## src/hdl/avr_pkg.sv

```systemverilog
// shared types, constants and the cordic arctangent table for the vector rotation unit
// no dependencies; imported by every module of the block
package avr_pkg;

    localparam int TRIG_W     = 32;   // cordic x/y, signed Q2.30
    localparam int ANGLE_Z_W  = 33;   // residual angle, 2^32 per turn, with headroom
    localparam int TRIG_FRAC  = 30;

    localparam logic signed [TRIG_W-1:0] CORDIC_GAIN_INV = 32'sh26DD3B6A;
    localparam logic signed [31:0]       ROUND_HALF      = 32'sh2000_0000;

    localparam logic [1:0] AXIS_X = 2'd0;
    localparam logic [1:0] AXIS_Y = 2'd1;
    localparam logic [1:0] AXIS_Z = 2'd2;

    typedef struct packed {
        logic [1:0]                  quad;
        logic signed [TRIG_W-1:0]    x;
        logic signed [TRIG_W-1:0]    y;
        logic signed [ANGLE_Z_W-1:0] z;
    } cordic_t;

    // atan(2^-i) in 2^32-per-turn units
    function automatic logic [31:0] atan_entry(input logic [4:0] idx);
        logic [31:0] val;
        case (idx)
            5'd0:    val = 32'h20000000;
            5'd1:    val = 32'h12E4051E;
            5'd2:    val = 32'h09FB385B;
            5'd3:    val = 32'h051111D4;
            5'd4:    val = 32'h028B0D43;
            5'd5:    val = 32'h0145D7E1;
            5'd6:    val = 32'h00A2F61E;
            5'd7:    val = 32'h00517C55;
            5'd8:    val = 32'h0028BE53;
            5'd9:    val = 32'h00145F2F;
            5'd10:   val = 32'h000A2F98;
            5'd11:   val = 32'h000517CC;
            5'd12:   val = 32'h00028BE6;
            5'd13:   val = 32'h000145F3;
            5'd14:   val = 32'h0000A2FA;
            5'd15:   val = 32'h0000517D;
            5'd16:   val = 32'h000028BE;
            5'd17:   val = 32'h0000145F;
            5'd18:   val = 32'h00000A30;
            5'd19:   val = 32'h00000518;
            5'd20:   val = 32'h0000028C;
            5'd21:   val = 32'h00000146;
            5'd22:   val = 32'h000000A3;
            5'd23:   val = 32'h00000051;
            5'd24:   val = 32'h00000029;
            5'd25:   val = 32'h00000014;
            5'd26:   val = 32'h0000000A;
            5'd27:   val = 32'h00000005;
            5'd28:   val = 32'h00000003;
            5'd29:   val = 32'h00000001;
            5'd30:   val = 32'h00000001;
            default: val = 32'h00000000;
        endcase
        return val;
    endfunction

endpackage

```

## src/hdl/avr_cordic_stage.sv

```systemverilog
// one registered rotation-mode cordic micro-rotation
// depends on avr_pkg (cordic_t, atan_entry)
module avr_cordic_stage #(
    parameter int STAGE = 0
) (
    input  logic            aclk,
    input  logic            en,
    input  avr_pkg::cordic_t d_in,
    output avr_pkg::cordic_t d_out
);
    import avr_pkg::*;

    cordic_t                  d_next;
    cordic_t                  d_reg;
    logic signed [TRIG_W-1:0] dx;
    logic signed [TRIG_W-1:0] dy;
    logic [ANGLE_Z_W-1:0]     step;

    always_comb begin
        dx   = d_in.y >>> STAGE;
        dy   = d_in.x >>> STAGE;
        step = ANGLE_Z_W'(atan_entry(5'(STAGE)));
        d_next.quad = d_in.quad;
        // rotate toward zero residual; non-negative residual turns positive
        if (!d_in.z[ANGLE_Z_W-1]) begin
            d_next.x = d_in.x - dx;
            d_next.y = d_in.y + dy;
            d_next.z = d_in.z - $signed(step);
        end else begin
            d_next.x = d_in.x + dx;
            d_next.y = d_in.y - dy;
            d_next.z = d_in.z + $signed(step);
        end
    end

    always_ff @(posedge aclk) begin
        if (en) begin
            d_reg <= d_next;
        end
    end

    assign d_out = d_reg;

endmodule

```

## config.mk

```make
export PLATFORM = sky130hd
export DESIGN_NAME = avr_cordic_stage
export DESIGN_NICKNAME = d
export VERILOG_FILES = /design/src/hdl/avr_pkg.sv /design/src/hdl/avr_cordic_stage.sv
export SDC_FILE = /design/constraint.sdc
export NUM_CORES = 1
export LEC_CHECK = 0
export BUFFER_PORTS_ARGS = -buffer_cell sky130_fd_sc_hd__buf_2
export CAP_MARGIN = 0
export CORE_MARGIN = 2
export CORE_UTILIZATION = 50
export CTS_CLUSTER_SIZE = 28
export DETAILED_ROUTE_END_ITERATION = 8
export PLACE_DENSITY_LB_ADDON = 0.12
export SYNTH_ARGS = -nofsm -noshare
export SYNTH_HDL_FRONTEND = slang
export SYNTH_SLANG_ARGS = --single-unit
```

## constraint.sdc

```tcl
create_clock -name aclk -period 2.95 [get_ports aclk]
set_input_delay 0.59 -clock aclk [delete_from_list [all_inputs] [get_ports aclk]]
set_output_delay 0.59 -clock aclk [all_outputs]
set_load 0.05 [all_outputs]
```

Word level (Yosys, flattened, before mapping)
Cells that the tools add are included.
Widths: inputs -> output; s select.
Operators by class
  add/subtract/negate cells: 5
  $mul: 0
  divide/modulo/power cells: 0
  magnitude comparators: 0
  equal/unequal tests: 0
  shift operators: 0
  muxes and demuxes: 1
  bitwise logic cells: 0
  reductions and logical operators: 0
Operators with widths (number)
  $mux 97: 1
  $sub 32x32->32: 2
  $add 33x31->33 const B: 1
  $sub 33x31->33 const B: 1
  $add 32x32->32: 1
Storage, ports and cells
  register bits: 99
  latch bits: 0
  memory bits (writable): 0
  memory bits (read-only): 0
  bits of input ports: 101
  output and inout port bits: 99
  logic and storage cells: 10
  memories kept: 0

Depth between registers and ports, before layout
  depth in word-level cells: 2
  depth in mapped cells: 12

Worst setup path before layout
Ideal clock, no wire load.
  kind: input-to-reg
  start point: input d_in[35] (netlist name)
  end point: register d_reg (netlist bit d_out[61]), data pin
  library setup time: 0.269 ns
  arrival time: 2.883 ns
  path slack: -0.203 ns
  stages on the path: 12
  buffers on the path: 1
  cells stage by stage: inv_1 ha_1 buf_6 nor2b_2 nor3_1 o41ai_4 a311oi_2 o21a_1 o41a_4 o211ai_2 a41oi_1 xor2_1
RTL lines
  start, declared: line avr_cordic_stage.sv:8  | input avr_pkg::cordic_t d_in,
  end signal, assigned: line avr_cordic_stage.sv:38  | d_reg <= d_next;
  end, declared: line avr_cordic_stage.sv:14  | cordic_t d_reg;

==> summary.md <==
| Metric | Value |
|---|---|
| Mapped Nets | about 1100 |
| Share of flip-flops with an asynchronous set or reset | 0% |
| Hold Crit Depth | 1 |
| Placed Cells incl. Taps | 1453 |
| Via count | slightly above 8000 |
| Synth Flop Type | edfxtp_1 |
| Post-synthesis sequential area ratio | ~36% |
| Pre-antenna DRT Iters | 5 |
| Die ar. | approximately 0.018 sq mm |
| Post-synth EDFFs | just under 100 |
| Max Freq | 342 MHz |
| Share of layout cells above drive strength 1 | a little under two fifths |
| Global-route wire length before repair | 40300 um |
| Syn avg cell area | 9.25 sq um |
| Wire per inst | around 17 um |
| Unrepaired setup endpoints after global routing | true |
| Final WL | roughly 26000 um |
| Post-synthesis register bit count | between 90 and 100 |
| Crit path capture type | register |
| WHS Endpoint | d_out[19] |
| FP Rows | 46 |
| Non-Filler Instances | around 1500 |
| Critical Path Start Type | input port |
| HP Class | in2reg |
| Slew margin rel. | ~60% |
| Final Hold Violating Endpoints | 0 |
| Mapped Area | about 0.0083 sq mm |
| Worst path arrival time | between 3 and 4 ns |
| Initial core utilization | 51.6% |
| Slowest stage cell, crit path | fa_1 |
| Count of cell types in the netlist | between 60 and 70 |
| Worst path max stage delay | around 0.41 ns |
| Die Height | about 130 um |
| Num CTS Buffers | 9 |
| CTS clk-pin slew, worst paths | ~0.070 ns |
| Ant diodes | 0 |
| # hold bufs at CTS | 0 |
| WP data required | between 3 and 4 ns |
| Status | completed |
| WS Path Type | in2reg |
| Clk sinks | between 90 and 100 |
| Layout Nets | between 1000 and 1500 |
| Initial antenna violation count | 0 |
| Initial DRC count | between 700 and 800 |
| Cells after Synth | 893 |
| Syn. warnings | 0 |
| Worst hold start | d_in[19] |
| H-tree depth | 3 |
| Fin crit period | 2.92 ns |
| Most frequent CP cell | o31a_1 |
| CTS root buf | clkbuf_16 |
| Pin count of the biggest net entering global routing | 56 |
| Max Slew Vio Count | 0 |
| Congestion Overflow GR | 0 |
| # DRC | 0 |
| Fin crit share | between 90% and 100% |
| Pwr per Cell Area | 485 mW/mm^2 |
| Crit-path max FO | 5 |
| Core area | around 0.016 sq mm |
| Worst Tran Pin Value | between 0.6 and 0.7 ns |
| Vias per Instance | 5.57 |
| Clock tree buffer depth | 2 |
| Area Growth Syn to Fin | 39.6% |
| I/O Pins | 200 |
| GRT Total Usage | between 20% and 30% |
| CTS tree | done |
| Placer congestion estimate | between 0.9 and 1 |
| Peak VDD IR | between 200 and 300 uV |
| Final Instance Area | approximately 0.012 sq mm |
| Cell family with most CP delay | compound AO/OA/AOI/OAI gates |
| Vias in the first global route | 7951 |
| CP Buf/Inv Count | 3 |
| PortBufs | around 200 |
| Max reg flops | between 90 and 100 |
| Maxcap violations | 0 |
| Setup-failing EPs final | 0 |
| ANT nets after route | 0 |
| Hpwl dp | just under 20000 um |
| Die Wd | between 100 and 150 um |
| Static Leak | roughly 5.3 nW |
| Cell breakdown of the critical path | buf_8 -> inv_1 -> ha_1 -> fa_1 -> o21ai_0 -> buf_4 -> a211o_1 -> o31a_1 -> a31oi_1 -> o21a_2 -> o31a_1 -> a21oi_1 -> xor2_1 |
| Area after DPL | between 0.01 and 0.015 sq mm |
## area by class of cell
cell class                 instances  area (sq um)
timing repair buffer             393          2520
sequential                        98          2940
inverter                          94           360
multi-input combinational        657          5150
clock buffer                       9           225
tap                              216           270
fill                            1274          4470
clock inverter                     7          57.6
## layout by cell type, fill, tap and decap left out, drive strengths merged, types with 16 or more instances in the layout
| cell | n |
|---|---|
| buf | 393 |
| nand2 | 40 |
| a21oi | 109 |
| o21bai | 22 |
| a21o | 21 |
| ha | 96 |
| inv | 94 |
| xnor2 | 48 |
| nor2 | 66 |
| o21ai | 52 |
| nor2b | 16 |
| edfxtp | 98 |
## power by group
group	switching [W]	internal, W
combinational	0.00167	0.000921
clock	0.000577	0.000588
sequential	0.0000505	0.00179
## through the flow
| step | hold WS, ns | worst slack (ns) | setup TNS (ns) | power (W) | util [%] |
|---|---|---|---|---|---|
| final | 0.400 | 0.0260 | 0 | 0.00560 | 72.0 |
| after global routing | 0.391 | -0.0467 | -0.0910 | 0.00585 | 72.0 |
| after CTS | 0.393 | -0.0237 | -0.0237 | 0.00552 | 70.1 |
| after detailed placement | 0.768 | -0.454 | -10.43 | 0.00434 | 68.1 |
| after global placement | 0.766 | -0.473 | -10.83 | 0.00433 | 68.1 |
| after floorplan | 0.689 | -0.0181 | -0.0390 | 0.00348 | - |
## worst max path at each step
| stage | slack [ns] | endpoint | start | depth (start not counted) |
|---|---|---|---|---|
| finish | 0.03 | d_out[63] | d_in[33] | 13 |
| global route | -0.05 | d_out[85] | d_in[36] | 14 |
| CTS | -0.02 | d_out[95] | d_in[65] | 14 |
| detailed placement | -0.45 | d_out[85] | d_in[33] | 13 |
| global placement | -0.47 | d_out[85] | d_in[33] | 13 |
| floorplan | -0.02 | d_out[61] | d_in[36] | 12 |
## cell families after synthesis
logic type / synth area share (%)
XOR/XNOR: 6.58
buffers and inverters: 6.70
AO/OA/AOI/OAI: 23.5
adder cells (fa/ha/maj): 15.5
AND/OR/NAND/NOR: 10.7
multiplexers: 1.33
flip-flops: 35.6
## cells in the mapped netlist, types with 4 or more instances
cell	count	area [sq um]
a2111oi_0	5	43.8
a211o_1	5	43.8
a211oi_1	10	75.1
a21o_1	21	158
a21oi_1	108	541
a221oi_1	4	35.0
a31oi_1	8	50.1
buf_1	4	15.0
buf_2	10	50.1
clkbuf_1	26	97.6
clkinv_1	4	15.0
edfxtp_1	98	2940
fa_1	4	80.1
ha_1	96	1200
inv_1	90	338
mux2i_1	11	110
nand2_1	40	150
nand2b_1	8	50.1
nand3_1	10	50.1
nand4_1	8	50.1
nor2_1	66	248
nor2b_1	15	93.8
nor3_1	14	70.1
nor4_1	8	50.1
o211ai_1	8	60.1
o21a_1	8	60.1
o21ai_0	51	255
o21bai_1	22	165
o31a_1	5	43.8
o31ai_1	6	45.0
or3_1	4	25.0
xnor2_1	48	420
xor2_1	14	123
## routing by layer
layer	routed length [um]	track usage, %
met1	10800	38.5
met2	12300	47.6
met3	2030	4.02
met4	457	8.96
met5	0	0
## what timing repair did
| item | CTS | global route |
|---|---|---|
| pin swaps | 1 | 21 |
| gates resized for setup | 9 | 61 |
| setup endpoints to repair | 10 | 30 |
| gates cloned | 0 | 0 |
| buffers inserted | 1 | 4 |
Note: power is estimated with default switching activity, not from simulation.
